<file path="config.mk">
export PLATFORM = sky130hd
export DESIGN_NAME = biquad_cascade_filter_flat
export DESIGN_NICKNAME = d
export VERILOG_FILES = /design/src/rtl/bqc_pkg.sv /design/src/rtl/bqc_stream_if.sv /design/src/rtl/biquad_cascade_filter.sv /design/src/rtl/bqc_datapath.sv /design/src/rtl/bqc_controller.sv /design/src/flat_wrapper.sv
export SDC_FILE = /design/constraint.sdc
export NUM_CORES = 2
export LEC_CHECK = 0
export BUFFER_PORTS_ARGS = -buffer_cell sky130_fd_sc_hd__clkbuf_2
export CORE_AREA = 2 2 504 506
export DETAILED_ROUTE_END_ITERATION = 7
export DIE_AREA = 0 0 506 508
export GPL_ROUTABILITY_DRIVEN = 1
export GPL_TIMING_DRIVEN = 0
export PLACE_DENSITY = 0.5
export RECOVER_POWER = 50
export SYNTH_ARGS = -nofsm -noshare
export SYNTH_HDL_FRONTEND = slang
export SYNTH_SLANG_ARGS = --single-unit
</file>
<file path="constraint.sdc">
create_clock -name clk -period 17.7 [get_ports clk]
set_input_delay 2.655 -clock clk [delete_from_list [all_inputs] [get_ports clk]]
set_output_delay 2.655 -clock clk [all_outputs]
set_load 0.02 [all_outputs]
</file>
<file path="src/rtl/bqc_pkg.sv">
// Package: shared types and constants for the biquad cascade filter.
package bqc_pkg;

    localparam int SampleW = 16;
    localparam int CoefW   = 24;
    localparam int DelayW  = 40;
    localparam int NumW    = 42;
    localparam int SlotW   = 3;
    localparam int Slots   = 6;

    localparam logic [SlotW-1:0] SLOT_B0 = 3'd0;
    localparam logic [SlotW-1:0] SLOT_B1 = 3'd1;
    localparam logic [SlotW-1:0] SLOT_B2 = 3'd2;
    localparam logic [SlotW-1:0] SLOT_A0 = 3'd3;
    localparam logic [SlotW-1:0] SLOT_A1 = 3'd4;
    localparam logic [SlotW-1:0] SLOT_A2 = 3'd5;

    typedef enum logic [3:0] {
        OP_IDLE,
        OP_WRITE,
        OP_LOAD,
        OP_NUM,
        OP_DIV_START,
        OP_DIV_STEP,
        OP_YFIX,
        OP_D0A,
        OP_D0B,
        OP_D1A,
        OP_D1B,
        OP_NEXT,
        OP_DONE
    } op_t;

    typedef struct packed {
        op_t op;
    } cmd_t;

    typedef struct packed {
        logic div_done;
    } status_t;

endpackage

</file>
<file path="src/rtl/bqc_stream_if.sv">
// Interfaces: input and output item channels.
interface bqc_in_if;
    logic              valid;
    logic              ready;
    logic              kind;
    logic signed [15:0] sample_in;
    logic [1:0]        coef_section;
    logic [2:0]        coef_slot;
    logic signed [23:0] coef_value;
    modport source (output valid, kind, sample_in, coef_section, coef_slot, coef_value,
                    input ready);
    modport sink   (input valid, kind, sample_in, coef_section, coef_slot, coef_value,
                    output ready);
endinterface

interface bqc_out_if;
    logic               valid;
    logic               ready;
    logic signed [15:0] sample_out;
    logic               clipped;
    logic               divide_fault;
    modport source (output valid, sample_out, clipped, divide_fault, input ready);
    modport sink   (input valid, sample_out, clipped, divide_fault, output ready);
endinterface

</file>
<file path="src/rtl/biquad_cascade_filter.sv">
// Top level: biquad cascade filter, controller plus datapath.
//  channel | dir | payload
//  in_ch   | in  | kind, sample_in, coef_section, coef_slot, coef_value
//  out_ch  | out | sample_out, clipped, divide_fault
// A coefficient item is written on acceptance. A sample item runs through each
// section in turn (two setup steps, 42 serial divider steps, six update steps);
// the result is then presented on out_ch.
// Reset clears coefficients, delays and control at once.
// Result holds while out_ch.ready is low; no new item is taken until it goes.
module biquad_cascade_filter #(
    parameter int SECTIONS = 4
) (
    input logic         clk,
    input logic         rst_n,
    bqc_in_if.sink      in_ch,
    bqc_out_if.source   out_ch
);
    bqc_pkg::cmd_t    cmd;
    bqc_pkg::status_t status;
    logic [((SECTIONS > 1) ? $clog2(SECTIONS) : 1)-1:0] sec;

    bqc_controller #(.SECTIONS(SECTIONS)) u_ctrl (
        .clk(clk), .rst_n(rst_n),
        .in_valid(in_ch.valid), .in_kind(in_ch.kind), .in_ready(in_ch.ready),
        .out_valid(out_ch.valid), .out_ready(out_ch.ready),
        .status(status), .cmd(cmd), .sec(sec)
    );

    bqc_datapath #(.SECTIONS(SECTIONS)) u_dp (
        .clk(clk), .rst_n(rst_n), .cmd(cmd), .sec(sec),
        .x_in(in_ch.sample_in), .wr_section(in_ch.coef_section),
        .wr_slot(in_ch.coef_slot), .wr_value(in_ch.coef_value),
        .status(status), .y_out(out_ch.sample_out),
        .clip_out(out_ch.clipped), .fault_out(out_ch.divide_fault)
    );
endmodule

</file>
<file path="src/rtl/bqc_datapath.sv">
// Datapath: coefficient and delay stores, multiplier, serial divider.
module bqc_datapath #(
    parameter int SECTIONS = 4
) (
    input  logic                              clk,
    input  logic                              rst_n,
    input  bqc_pkg::cmd_t                     cmd,
    input  logic [((SECTIONS > 1) ? $clog2(SECTIONS) : 1)-1:0] sec,
    input  logic signed [bqc_pkg::SampleW-1:0] x_in,
    input  logic [1:0]                        wr_section,
    input  logic [bqc_pkg::SlotW-1:0]         wr_slot,
    input  logic signed [bqc_pkg::CoefW-1:0]  wr_value,
    output bqc_pkg::status_t                  status,
    output logic signed [bqc_pkg::SampleW-1:0] y_out,
    output logic                              clip_out,
    output logic                              fault_out
);
    localparam int SecW = (SECTIONS > 1) ? $clog2(SECTIONS) : 1;
    localparam int QW   = 27;
    localparam int QCW  = $clog2(bqc_pkg::NumW + 1);

    logic [bqc_pkg::Slots*bqc_pkg::CoefW-1:0] coef_reg [SECTIONS];
    logic signed [bqc_pkg::DelayW-1:0] d0_reg [SECTIONS];
    logic signed [bqc_pkg::DelayW-1:0] d1_reg [SECTIONS];

    logic [SecW-1:0] si;
    logic signed [bqc_pkg::CoefW-1:0] b0, b1, b2, a0, a1, a2;
    logic signed [bqc_pkg::SampleW-1:0] x_reg, y_reg;
    logic signed [bqc_pkg::NumW-1:0] acc_reg;
    logic signed [bqc_pkg::SampleW+bqc_pkg::CoefW-1:0] prod_full;
    logic signed [bqc_pkg::NumW-1:0] prod;
    logic signed [bqc_pkg::SampleW-1:0] mul_a;
    logic signed [bqc_pkg::CoefW-1:0] mul_b;
    logic clip_reg, fault_reg, neg_reg;
    logic [bqc_pkg::NumW-1:0] rem_reg, dvd_reg;
    logic [bqc_pkg::CoefW-1:0] dvs_reg;
    logic [QW-1:0] q_reg;
    logic [QCW-1:0] qcnt_reg;
    logic [bqc_pkg::NumW:0] trial;
    logic [bqc_pkg::NumW-1:0] rem_sh;
    logic signed [bqc_pkg::NumW-1:0] d_sum;
    logic signed [bqc_pkg::DelayW-1:0] d_sat;
    logic signed [QW:0] q_signed;

    assign si = sec;
    assign b0 = coef_reg[si][0*bqc_pkg::CoefW +: bqc_pkg::CoefW];
    assign b1 = coef_reg[si][1*bqc_pkg::CoefW +: bqc_pkg::CoefW];
    assign b2 = coef_reg[si][2*bqc_pkg::CoefW +: bqc_pkg::CoefW];
    assign a0 = coef_reg[si][3*bqc_pkg::CoefW +: bqc_pkg::CoefW];
    assign a1 = coef_reg[si][4*bqc_pkg::CoefW +: bqc_pkg::CoefW];
    assign a2 = coef_reg[si][5*bqc_pkg::CoefW +: bqc_pkg::CoefW];

    // Pick multiplier operands for each step
    always_comb
    begin
        mul_a = x_reg;
        mul_b = b0;
        case (cmd.op)
            bqc_pkg::OP_D0A: begin mul_a = x_reg; mul_b = b1; end
            bqc_pkg::OP_D0B: begin mul_a = y_reg; mul_b = a1; end
            bqc_pkg::OP_D1A: begin mul_a = x_reg; mul_b = b2; end
            bqc_pkg::OP_D1B: begin mul_a = y_reg; mul_b = a2; end
            default:         begin mul_a = x_reg; mul_b = b0; end
        endcase
    end
    assign prod_full = mul_a * mul_b;
    assign prod      = bqc_pkg::NumW'(prod_full);

    // Restoring divider step on magnitudes
    assign rem_sh = {rem_reg[bqc_pkg::NumW-2:0], dvd_reg[bqc_pkg::NumW-1]};
    assign trial  = {1'b0, rem_sh} - {{(bqc_pkg::NumW-bqc_pkg::CoefW+1){1'b0}}, dvs_reg};
    assign q_signed = neg_reg ? -$signed({1'b0, q_reg}) : $signed({1'b0, q_reg});

    // Delay update: saturate the final sum
    always_comb
    begin
        if (cmd.op == bqc_pkg::OP_D0B)
            d_sum = acc_reg - prod + bqc_pkg::NumW'(d1_reg[si]);
        else
            d_sum = acc_reg - prod;
        if (d_sum > bqc_pkg::NumW'(64'sd549755813887))
            d_sat = 40'sh7FFFFFFFFF;
        else if (d_sum < -bqc_pkg::NumW'(64'sd549755813888))
            d_sat = 40'sh8000000000;
        else
            d_sat = d_sum[bqc_pkg::DelayW-1:0];
    end

    // Advance datapath registers per command
    always_ff @(posedge clk or negedge rst_n)
    begin
        if (!rst_n) begin
            for (int i = 0; i < SECTIONS; i++) begin
                coef_reg[i] <= '0;
                d0_reg[i]   <= '0;
                d1_reg[i]   <= '0;
            end
            x_reg     <= '0;
            y_reg     <= '0;
            acc_reg   <= '0;
            neg_reg   <= 1'b0;
            rem_reg   <= '0;
            dvd_reg   <= '0;
            dvs_reg   <= '0;
            q_reg     <= '0;
            clip_reg  <= 1'b0;
            fault_reg <= 1'b0;
            qcnt_reg  <= '0;
        end else begin
            case (cmd.op)
                bqc_pkg::OP_WRITE: begin
                    if (32'(wr_section) < SECTIONS && wr_slot <= bqc_pkg::SLOT_A2)
                        coef_reg[wr_section[SecW-1:0]][wr_slot*bqc_pkg::CoefW +:
                            bqc_pkg::CoefW] <= wr_value;
                end
                bqc_pkg::OP_LOAD: begin
                    x_reg     <= x_in;
                    clip_reg  <= 1'b0;
                    fault_reg <= 1'b0;
                end
                bqc_pkg::OP_NUM: acc_reg <= prod + bqc_pkg::NumW'(d0_reg[si]);
                bqc_pkg::OP_DIV_START: begin
                    dvd_reg  <= acc_reg[bqc_pkg::NumW-1] ? bqc_pkg::NumW'(-acc_reg)
                                                          : acc_reg;
                    dvs_reg  <= a0[bqc_pkg::CoefW-1] ? bqc_pkg::CoefW'(-a0) : a0;
                    neg_reg  <= acc_reg[bqc_pkg::NumW-1] ^ a0[bqc_pkg::CoefW-1];
                    rem_reg  <= '0;
                    q_reg    <= '0;
                    qcnt_reg <= QCW'(bqc_pkg::NumW);
                end
                bqc_pkg::OP_DIV_STEP: begin
                    dvd_reg <= {dvd_reg[bqc_pkg::NumW-2:0], 1'b0};
                    if (!trial[bqc_pkg::NumW]) begin
                        rem_reg <= trial[bqc_pkg::NumW-1:0];
                        q_reg   <= {q_reg[QW-2:0], 1'b1} | {QW{q_reg[QW-1]}};
                    end else begin
                        rem_reg <= rem_sh;
                        q_reg   <= {q_reg[QW-2:0], 1'b0} | {QW{q_reg[QW-1]}};
                    end
                    qcnt_reg <= qcnt_reg - 1'b1;
                end
                bqc_pkg::OP_YFIX: begin
                    if (a0 == '0) begin
                        y_reg     <= '0;
                        fault_reg <= 1'b1;
                    end else if (q_signed > 28'sd32767) begin
                        y_reg    <= 16'sh7FFF;
                        clip_reg <= 1'b1;
                    end else if (q_signed < -28'sd32768) begin
                        y_reg    <= 16'sh8000;
                        clip_reg <= 1'b1;
                    end else begin
                        y_reg <= q_signed[bqc_pkg::SampleW-1:0];
                    end
                end
                bqc_pkg::OP_D0A, bqc_pkg::OP_D1A: acc_reg <= prod;
                bqc_pkg::OP_D0B: d0_reg[si] <= d_sat;
                bqc_pkg::OP_D1B: d1_reg[si] <= d_sat;
                bqc_pkg::OP_NEXT: x_reg <= y_reg;
                default: ;
            endcase
        end
    end

    assign status.div_done = (qcnt_reg == QCW'(1));
    assign y_out     = x_reg;
    assign clip_out  = clip_reg;
    assign fault_out = fault_reg;
endmodule

</file>
<file path="src/rtl/bqc_controller.sv">
// Controller: sequences sections and the per-section arithmetic steps.
module bqc_controller #(
    parameter int SECTIONS = 4
) (
    input  logic                          clk,
    input  logic                          rst_n,
    input  logic                          in_valid,
    input  logic                          in_kind,
    output logic                          in_ready,
    output logic                          out_valid,
    input  logic                          out_ready,
    input  bqc_pkg::status_t              status,
    output bqc_pkg::cmd_t                 cmd,
    output logic [((SECTIONS > 1) ? $clog2(SECTIONS) : 1)-1:0] sec
);
    localparam int SecW = (SECTIONS > 1) ? $clog2(SECTIONS) : 1;

    typedef enum logic [2:0] {
        ST_IDLE, ST_NUM, ST_DSTART, ST_DIV, ST_UPD, ST_OUT
    } state_t;

    state_t state_reg;
    logic [SecW-1:0] sec_reg;
    logic [2:0] step_reg;
    logic accept;

    assign in_ready  = (state_reg == ST_IDLE);
    assign out_valid = (state_reg == ST_OUT);
    assign accept    = in_valid && in_ready;
    assign sec       = sec_reg;

    // Decode command from state
    always_comb
    begin
        cmd.op = bqc_pkg::OP_IDLE;
        unique case (state_reg)
            ST_IDLE:   if (accept) cmd.op = in_kind ? bqc_pkg::OP_WRITE : bqc_pkg::OP_LOAD;
            ST_NUM:    cmd.op = bqc_pkg::OP_NUM;
            ST_DSTART: cmd.op = bqc_pkg::OP_DIV_START;
            ST_DIV:    cmd.op = bqc_pkg::OP_DIV_STEP;
            ST_UPD: begin
                unique case (step_reg)
                    3'd0:    cmd.op = bqc_pkg::OP_YFIX;
                    3'd1:    cmd.op = bqc_pkg::OP_D0A;
                    3'd2:    cmd.op = bqc_pkg::OP_D0B;
                    3'd3:    cmd.op = bqc_pkg::OP_D1A;
                    3'd4:    cmd.op = bqc_pkg::OP_D1B;
                    default: cmd.op = bqc_pkg::OP_NEXT;
                endcase
            end
            ST_OUT:    cmd.op = bqc_pkg::OP_DONE;
            default:   cmd.op = bqc_pkg::OP_IDLE;
        endcase
    end

    // Hold state and step sections
    always_ff @(posedge clk or negedge rst_n)
    begin
        if (!rst_n) begin
            state_reg <= ST_IDLE;
            sec_reg   <= '0;
            step_reg  <= '0;
        end else begin
            unique case (state_reg)
                ST_IDLE: if (accept && !in_kind) begin
                    state_reg <= ST_NUM;
                    sec_reg   <= '0;
                end
                ST_NUM:    state_reg <= ST_DSTART;
                ST_DSTART: state_reg <= ST_DIV;
                ST_DIV: if (status.div_done) begin
                    state_reg <= ST_UPD;
                    step_reg  <= '0;
                end
                ST_UPD: begin
                    if (step_reg == 3'd5) begin
                        if (sec_reg == SecW'(SECTIONS - 1)) state_reg <= ST_OUT;
                        else begin
                            sec_reg   <= sec_reg + 1'b1;
                            state_reg <= ST_NUM;
                        end
                    end
                    step_reg <= step_reg + 1'b1;
                end
                ST_OUT: if (out_ready) state_reg <= ST_IDLE;
                default: state_reg <= ST_IDLE;
            endcase
        end
    end
endmodule
</file>
<file path="src/flat_wrapper.sv">
// flat-port wrapper written by rule: the top's interface ports become plain ports
module biquad_cascade_filter_flat 
#(
    parameter int SECTIONS = 4
)
  (clk, rst_n, in_ch_valid, in_ch_kind, in_ch_sample_in, in_ch_coef_section, in_ch_coef_slot, in_ch_coef_value, in_ch_ready, out_ch_valid, out_ch_sample_out, out_ch_clipped, out_ch_divide_fault, out_ch_ready);
  bqc_in_if in_ch_i ();
  bqc_out_if out_ch_i ();
  input logic clk;
  input logic rst_n;
  input wire logic [$bits(in_ch_i.valid)-1:0] in_ch_valid;
  input wire logic [$bits(in_ch_i.kind)-1:0] in_ch_kind;
  input wire logic [$bits(in_ch_i.sample_in)-1:0] in_ch_sample_in;
  input wire logic [$bits(in_ch_i.coef_section)-1:0] in_ch_coef_section;
  input wire logic [$bits(in_ch_i.coef_slot)-1:0] in_ch_coef_slot;
  input wire logic [$bits(in_ch_i.coef_value)-1:0] in_ch_coef_value;
  output wire logic [$bits(in_ch_i.ready)-1:0] in_ch_ready;
  output wire logic [$bits(out_ch_i.valid)-1:0] out_ch_valid;
  output wire logic [$bits(out_ch_i.sample_out)-1:0] out_ch_sample_out;
  output wire logic [$bits(out_ch_i.clipped)-1:0] out_ch_clipped;
  output wire logic [$bits(out_ch_i.divide_fault)-1:0] out_ch_divide_fault;
  input wire logic [$bits(out_ch_i.ready)-1:0] out_ch_ready;
  assign in_ch_i.valid = in_ch_valid;
  assign in_ch_i.kind = in_ch_kind;
  assign in_ch_i.sample_in = in_ch_sample_in;
  assign in_ch_i.coef_section = in_ch_coef_section;
  assign in_ch_i.coef_slot = in_ch_coef_slot;
  assign in_ch_i.coef_value = in_ch_coef_value;
  assign in_ch_ready = in_ch_i.ready;
  assign out_ch_valid = out_ch_i.valid;
  assign out_ch_sample_out = out_ch_i.sample_out;
  assign out_ch_clipped = out_ch_i.clipped;
  assign out_ch_divide_fault = out_ch_i.divide_fault;
  assign out_ch_i.ready = out_ch_ready;
  biquad_cascade_filter #(.SECTIONS(SECTIONS)) u_core (.clk(clk), .rst_n(rst_n), .in_ch(in_ch_i), .out_ch(out_ch_i));
endmodule
</file>
-- After elaboration in Yosys (flattened, before gate mapping)
Index checks and enable logic that the tools add are counted.
- output and inout bits: 20
- bits of input ports: 50
- logic and storage cells: 165
- bits in registers: 1121
- bitwise operators: 5
- multiply operators: 2
- magnitude comparators: 9
- reduce and logical (&&, ||, !) cells: 22
- muxes and demuxes: 57
- equal/unequal tests: 31
- add/sub/neg operators: 11
- shift operators: 2
- operators with widths (kind ; count):
    bitwise mux 576 bit ; 1
    2-to-1 mux 144 bit ; 3
    bitwise mux 160 bit ; 2
    binary-select mux 144 bit (select 2 bit) ; 1
    demux 144 bit (select 2 bit) ; 1
    2-to-1 mux 40 bit ; 7
    one-hot mux 42 bit (2 select lines) ; 2
    binary-select mux 40 bit (select 2 bit) ; 2
    variable shift 24 x 34 -> 144 bit (first input constant) ; 1
    variable part select 24 x 34 -> 144 bit ; 1
    one-hot mux 24 bit (4 select lines) ; 1
    2-to-1 mux 42 bit ; 2
    one-hot mux 41 bit (2 select lines) ; 1
    demux 40 bit (select 2 bit) ; 1
    2-to-1 mux 16 bit ; 4
    OR 27 bit ; 2
    one-hot mux 27 bit (2 select lines) ; 1
    subtractor 42 x 24 -> 43 bit ; 1
    adder 42 x 40 -> 42 bit ; 1
    > comparator 42 x 40 -> 1 bit (second input constant) ; 1
    < comparator 42 x 40 -> 1 bit (second input constant) ; 1
    negator 42 bit ; 1
    subtractor 42 x 40 -> 42 bit ; 1
    adder 40 x 40 -> 41 bit ; 1
    51 further kinds ; 99

-- Logic depth before layout (Yosys ltp)
- word-level depth: 15
- depth in mapped cells: 69
- mapped depth without buffers: 64

-- Modules after synthesis
From an unflattened synthesis, not the netlist that was laid out.
- cell total of the unflattened synthesis: 7894
- area, all modules: 75170.8 sq um
- modules (own cells, without submodules) (module ; instances ; area each (sq um) ; cells an instance ; seq. area each (sq um)):
    bqc_datapath ; 1 ; 74530.2 ; 7820 ; 27826.7
    bqc_controller ; 1 ; 640.6 ; 74 ; 200.2

-- Worst setup path before layout
Ideal clock, no wire load.
- path type: in2reg
- start: input in_ch_kind
- end: register u_core.u_dp.d0_reg[16] (netlist bit)
- stages on the path: 62
- buffers on the path: 7
- required time: 17.579 ns
- setup slack: 2.140 ns
- library setup time: 0.121 ns
- arrival time: 15.438 ns
- path through: and3b_1 -> clkbuf_1 -> a21oi_1 -> clkbuf_1 -> buf_1 -> mux2i_1 -> nor2_1 -> a221oi_1 -> a21oi_1 -> clkbuf_1 -> nand2_1 -> fa_1 -> inv_1 -> fa_1 -> inv_1 -> fa_1 -> inv_1 -> fa_1 -> [26 not listed] -> xor2_1 -> inv_1 -> ha_1 -> a21oi_1 -> o21ai_0 -> a21oi_1 -> nor2_1 -> nor2_1 -> o31ai_1 -> a21o_1 -> a21oi_1 -> xor2_1 -> nor3_1 -> a311oi_2 -> buf_6 -> nor2_2 -> buf_2 -> a22o_1
- word-level cells in the longest chain between the ends: 14
- elaborated cells on any way between the ends: 19
- classes of those cells: add/sub (2); mul (1); order compare (2); eq/ne (4); mux (9); reduce/logical (1)
- ends and longest elaborated chain (item ; RTL line ; text):
    start: declaration ; flat_wrapper.sv:12 ; input wire logic [$bits(in_ch_i.kind)-1:0] in_ch_kind;
    2-to-1 mux 2 bit * (2 in a row) ; bqc_controller.sv:37 ; ST_IDLE: if (accept) cmd.op = in_kind ? bqc_pkg::OP_WRITE : bqc_pkg::OP_LOAD;
    one-hot mux 4 bit (6 select lines) * ; bqc_controller.sv:36 ; unique case (state_reg)
    equality test 4 bit (on tied branches) ; bqc_datapath.sv:58, bqc_datapath.sv:77, bqc_datapath.sv:110 ;
    OR reduction 2 bit (no source line) ; -- ;
    2-to-1 mux 16 bit ; bqc_datapath.sv:58 ; case (cmd.op)
    multiplier 16 x 24 -> 40 bit ; bqc_datapath.sv:66 ; assign prod_full = mul_a * mul_b;
    subtractor 42 x 40 -> 42 bit ; bqc_datapath.sv:78, bqc_datapath.sv:80 ;
    adder 42 x 40 -> 42 bit ; bqc_datapath.sv:78 ; d_sum = acc_reg - prod + bqc_pkg::NumW'(d1_reg[si]);
    2-to-1 mux 42 bit ; bqc_datapath.sv:77 ; if (cmd.op == bqc_pkg::OP_D0B)
    < comparator 42 x 40 -> 1 bit ; bqc_datapath.sv:83 ; else if (d_sum < -bqc_pkg::NumW'(64'sd549755813888))
    2-to-1 mux 40 bit ; bqc_datapath.sv:83 ;
    2-to-1 mux 40 bit ; bqc_datapath.sv:81 ; if (d_sum > bqc_pkg::NumW'(64'sd549755813887))
    bitwise mux 160 bit ; bqc_datapath.sv:157 ; bqc_pkg::OP_D0B: d0_reg[si] <= d_sat;
    end signal: indexed assignment ; bqc_datapath.sv:157 ;
    end: declaration ; bqc_datapath.sv:23 ; logic signed [bqc_pkg::DelayW-1:0] d0_reg [SECTIONS];
Every way passes the cells marked *; elsewhere a longest branch is shown, timed or not.
A chain may end at the register's enable or synchronous reset.

-- Final worst setup path
- start: input in_ch_kind
- end: register u_core.u_dp.d1_reg[115] (netlist bit)
- word-level cells in the longest chain between the ends: 14
- elaborated cells on any way between the ends: 19
- classes of those cells: add/sub (2); mul (1); order compare (2); eq/ne (4); mux (9); reduce/logical (1)
- ends and longest elaborated chain (item ; RTL line ; text):
    2-to-1 mux 2 bit * (2 in a row) ; bqc_controller.sv:37 ;
    one-hot mux 4 bit (6 select lines) * ; bqc_controller.sv:36 ;
    equality test 4 bit (on tied branches) ; bqc_datapath.sv:58, bqc_datapath.sv:77, bqc_datapath.sv:110 ;
    OR reduction 2 bit (no source line) ; -- ;
    2-to-1 mux 16 bit ; bqc_datapath.sv:58 ;
    multiplier 16 x 24 -> 40 bit ; bqc_datapath.sv:66 ;
    subtractor 42 x 40 -> 42 bit ; bqc_datapath.sv:78, bqc_datapath.sv:80 ;
    adder 42 x 40 -> 42 bit ; bqc_datapath.sv:78 ;
    2-to-1 mux 42 bit ; bqc_datapath.sv:77 ;
    < comparator 42 x 40 -> 1 bit ; bqc_datapath.sv:83 ;
    2-to-1 mux 40 bit ; bqc_datapath.sv:83 ;
    2-to-1 mux 40 bit ; bqc_datapath.sv:81 ;
    bitwise mux 160 bit ; bqc_datapath.sv:158 ; bqc_pkg::OP_D1B: d1_reg[si] <= d_sat;
    end signal: indexed assignment ; bqc_datapath.sv:158 ;
    end: declaration ; bqc_datapath.sv:24 ; logic signed [bqc_pkg::DelayW-1:0] d1_reg [SECTIONS];
Marks and branches as above.

==> run summary <==
Clock edge transition at the registers on the reported setup and hold paths: 60 ps
Register area: 28,000 um2
Yosys Warn Count: 0
Hold_buf cts: 0
Hold_ws: 476 ps
Die height: 508 um
Leading area contributor after synthesis: dfrtp_1
Critical path data arrival time: 17,810 ps
# DRC: 0
Tot GR Track Use: 21.3%
Skew-Pair Late Insertion Delay: 840 ps
Hold depth: 2
Slowest CP cell: fa_1
Total CTS buffers: 136
Clock sink total: 1,120
Worst hold start: u_core.u_dp.coef_reg[79]$_DFFE_PN0P_
Fillers: 25,800
Min cycle time layout: 17,130 ps
Crit Path Max Fanout: 10
Worst path max stage delay: 570 ps
Period utilization: 96.8%
Reg2reg end: u_core.u_dp.d1_reg[115]$_DFFE_PN0P_
Fraction of registers with async set or reset after synthesis: 100%
Fraction of layout cells with a size suffix above 1: 14.2%
R2R setup slack: 610 ps
Path depth of the worst reg2reg path: 62
Setup CP Type: in -> reg
Grt ovf: 0
Post-synth top area share: 37.3%
Max Freq: 58.4 MHz
Area Growth Syn to Fin: 13.8%
Max_slew headroom: -303%
Netlist cell types: 101
Largest net degree at the start of global routing: 116
Final Util: 33.9%
Antenna violations before repair: 6
CTS H-tree depth: 4
Drt initial violations: 5,635
CTS tree: built
Die ar.: 257,000 um2
Global-route wire length before repair: 411,000 um
Syn nets: 8,248
Buffers on Ports: 68
Sequential fraction of the synthesis area: 37.3%
Synth area leaders: dfrtp_1, fa_1, mux4_2
Vias/cell: 5.39
Least-Margin Pin Slew: 6050 ps
Post-Syn Area: 75,200 um2
Fin. max-slew vios: 498
HPWL after DPL: 214,000 um
Final hold violation count: 0
Data required, critical path: 18,390 ps
Starting Density: 29.8%
Vias after detailed routing: 60,700
Largest register FFs: 576
Setup violations, final: 0
Clock Root Buffer: clkbuf_16
Die W: 506 um
Failing checks: capacitance limit, slew limit
First-pass DRT Iterations: 8
Flop and latch count out of synthesis: 1,120
Crit start category: input pin
Clock buffer depth: 3
Standard-cell rows: 185
Post-synth EDFFs: 0
WL final: 277,000 um
Hold path endpoint: u_core.u_dp.coef_reg[79]$_DFFE_PN0P_
Gate count after technology mapping: 7,581
Max Cap Violations: 5
Clock skew: 57.6 ps
Routed length per instance: 24.5 um
Top FF cell, synth: dfrtp_1
I/O pin cnt: 70
Fin nets: 8,475
Vias in the first global route: 61,200
Routability cong.: 0.971
Hold Path Class: reg -> reg
FF-to-FF Start: u_core.u_ctrl.sec[1]$_DFFE_PN0P_
Multi-input gate area: 43,800 um2
Routed Antenna Nets: 0
Status: finished, violations left
Core region area: 252,000 um2
Avg Inst Size Synth: 9.92 um2
CP Capture Type: register
## layer usage
| layer | share of wire, % | vias up | GRT usage, % | wire length (um) |
|---|---|---|---|---|
| met1 | 44 | 31400 | 29.6 | 123000 |
| li1 | - | 26800 | - | - |
| met4 | 3.4 | 2 | 6.89 | 9520 |
| met2 | 45 | 2188 | 33.1 | 125000 |
| met5 | 0.0043 | - | 0 | 12 |
| met3 | 7.2 | 423 | 4.05 | 20000 |
## Yosys cell counts, types with 36 or more instances
| master | count |
|---|---|
| and2_1 | 112 |
| o21ai_1 | 78 |
| mux4_2 | 209 |
| o21ai_0 | 383 |
| buf_1 | 46 |
| fa_1 | 380 |
| ha_1 | 237 |
| nor2_1 | 765 |
| o22a_1 | 37 |
| a22oi_1 | 36 |
| nand2_1 | 798 |
| a31oi_1 | 49 |
| or3_1 | 36 |
| inv_1 | 590 |
| dfrtp_1 | 1120 |
| xor2_1 | 112 |
| a21oi_1 | 581 |
| clkbuf_1 | 309 |
| xnor2_1 | 149 |
| mux2_2 | 339 |
| a21o_1 | 78 |
| nand3_1 | 76 |
| nand2b_1 | 55 |
| o31ai_1 | 39 |
| a22o_1 | 185 |
| buf_2 | 47 |
| nor3_1 | 98 |
| nor2b_1 | 42 |
| mux2i_1 | 100 |
## cell families after synthesis
family                   Yosys count  share of synthesized area (%)
buffers and inverters           1005                           5.15
multiplexers                     648                           12.7
flip-flops                      1120                           37.3
adder cells (fa/ha/maj)          637                           14.3
AO/OA/AOI/OAI                   1775                           15.1
AND/OR/NAND/NOR                 2130                           12.3
XOR/XNOR                         266                           3.19
## worst max path at each step
| stage | start | end | cells past startpoint |
|---|---|---|---|
| 2_1_floorplan | in_ch_kind | u_core.u_dp.d0_reg[16]$_DFFE_PN0P_ | 62 |
| 3_3_place_gp | rst_n | u_core.u_dp.d1_reg[129]$_DFFE_PN0P_ | 1 |
| 3_5_place_dp | u_core.u_ctrl.sec[1]$_DFFE_PN0P_ | u_core.u_dp.d1_reg[41]$_DFFE_PN0P_ | 62 |
| 4_1_cts | u_core.u_ctrl.sec[0]$_DFFE_PN0P_ | u_core.u_dp.d0_reg[135]$_DFFE_PN0P_ | 63 |
| 5_1_grt | in_ch_valid | u_core.u_dp.d0_reg[135]$_DFFE_PN0P_ | 63 |
| 6_report | in_ch_kind | u_core.u_dp.d1_reg[115]$_DFFE_PN0P_ | 60 |
## repair_timing
action	CTS	global route
buffers inserted	5	6
pin swaps	1	2
resized for setup	143	90
setup endpoints to repair	330	312
endpoints found under the hold margin	0	0
## cells in the final DEF (no fill, tap or decap), types with 237 or more instances in the layout
| master | n |
|---|---|
| inv_1 | 590 |
| a21oi_1 | 562 |
| o21ai_0 | 382 |
| nor2_1 | 762 |
| fa_1 | 380 |
| dfrtp_1 | 1120 |
| clkbuf_1 | 303 |
| mux2_2 | 339 |
| ha_1 | 237 |
| nand2_1 | 796 |
## cell type report
class,count,share of cell area (%)
antenna,1,0.00292
buffer,399,2.14
tap,3366,4.92
sequential,1120,32.8
inverter,593,2.60
multi-input combinational,5456,51.2
clock inverter,48,0.831
clock buffer,194,4.62
timing repair buffer,102,0.948
## critical path: cells and delay by family
| family | cells | cell delay, ps |
|---|---|---|
| multiplexers | 1 | 340 |
| AND/OR/NAND/NOR | 9 | 1550 |
| adder cells (fa/ha/maj) | 11 | 4850 |
| AO/OA/AOI/OAI | 23 | 5240 |
| XOR/XNOR | 3 | 800 |
| buffers and inverters | 13 | 2260 |
## metrics by stage
step | setup WS (ps) | instances | area, um2 | TNS, ps
after floorplan | 2140 | 7581 | 75200 | 0
after global placement | -13900 | 11000 | 79800 | -
after detailed placement | -4090 | 11000 | 80300 | -1254750
after CTS | 5.25 | 11300 | 85400 | 0
after global routing | -16.4 | 11300 | 85600 | -123
final | 572 | 11300 | 85600 | 0
Power is left out: the tool's default activity adds up to more than one toggle a clock period on the data nets, which glitch-free logic cannot reach.
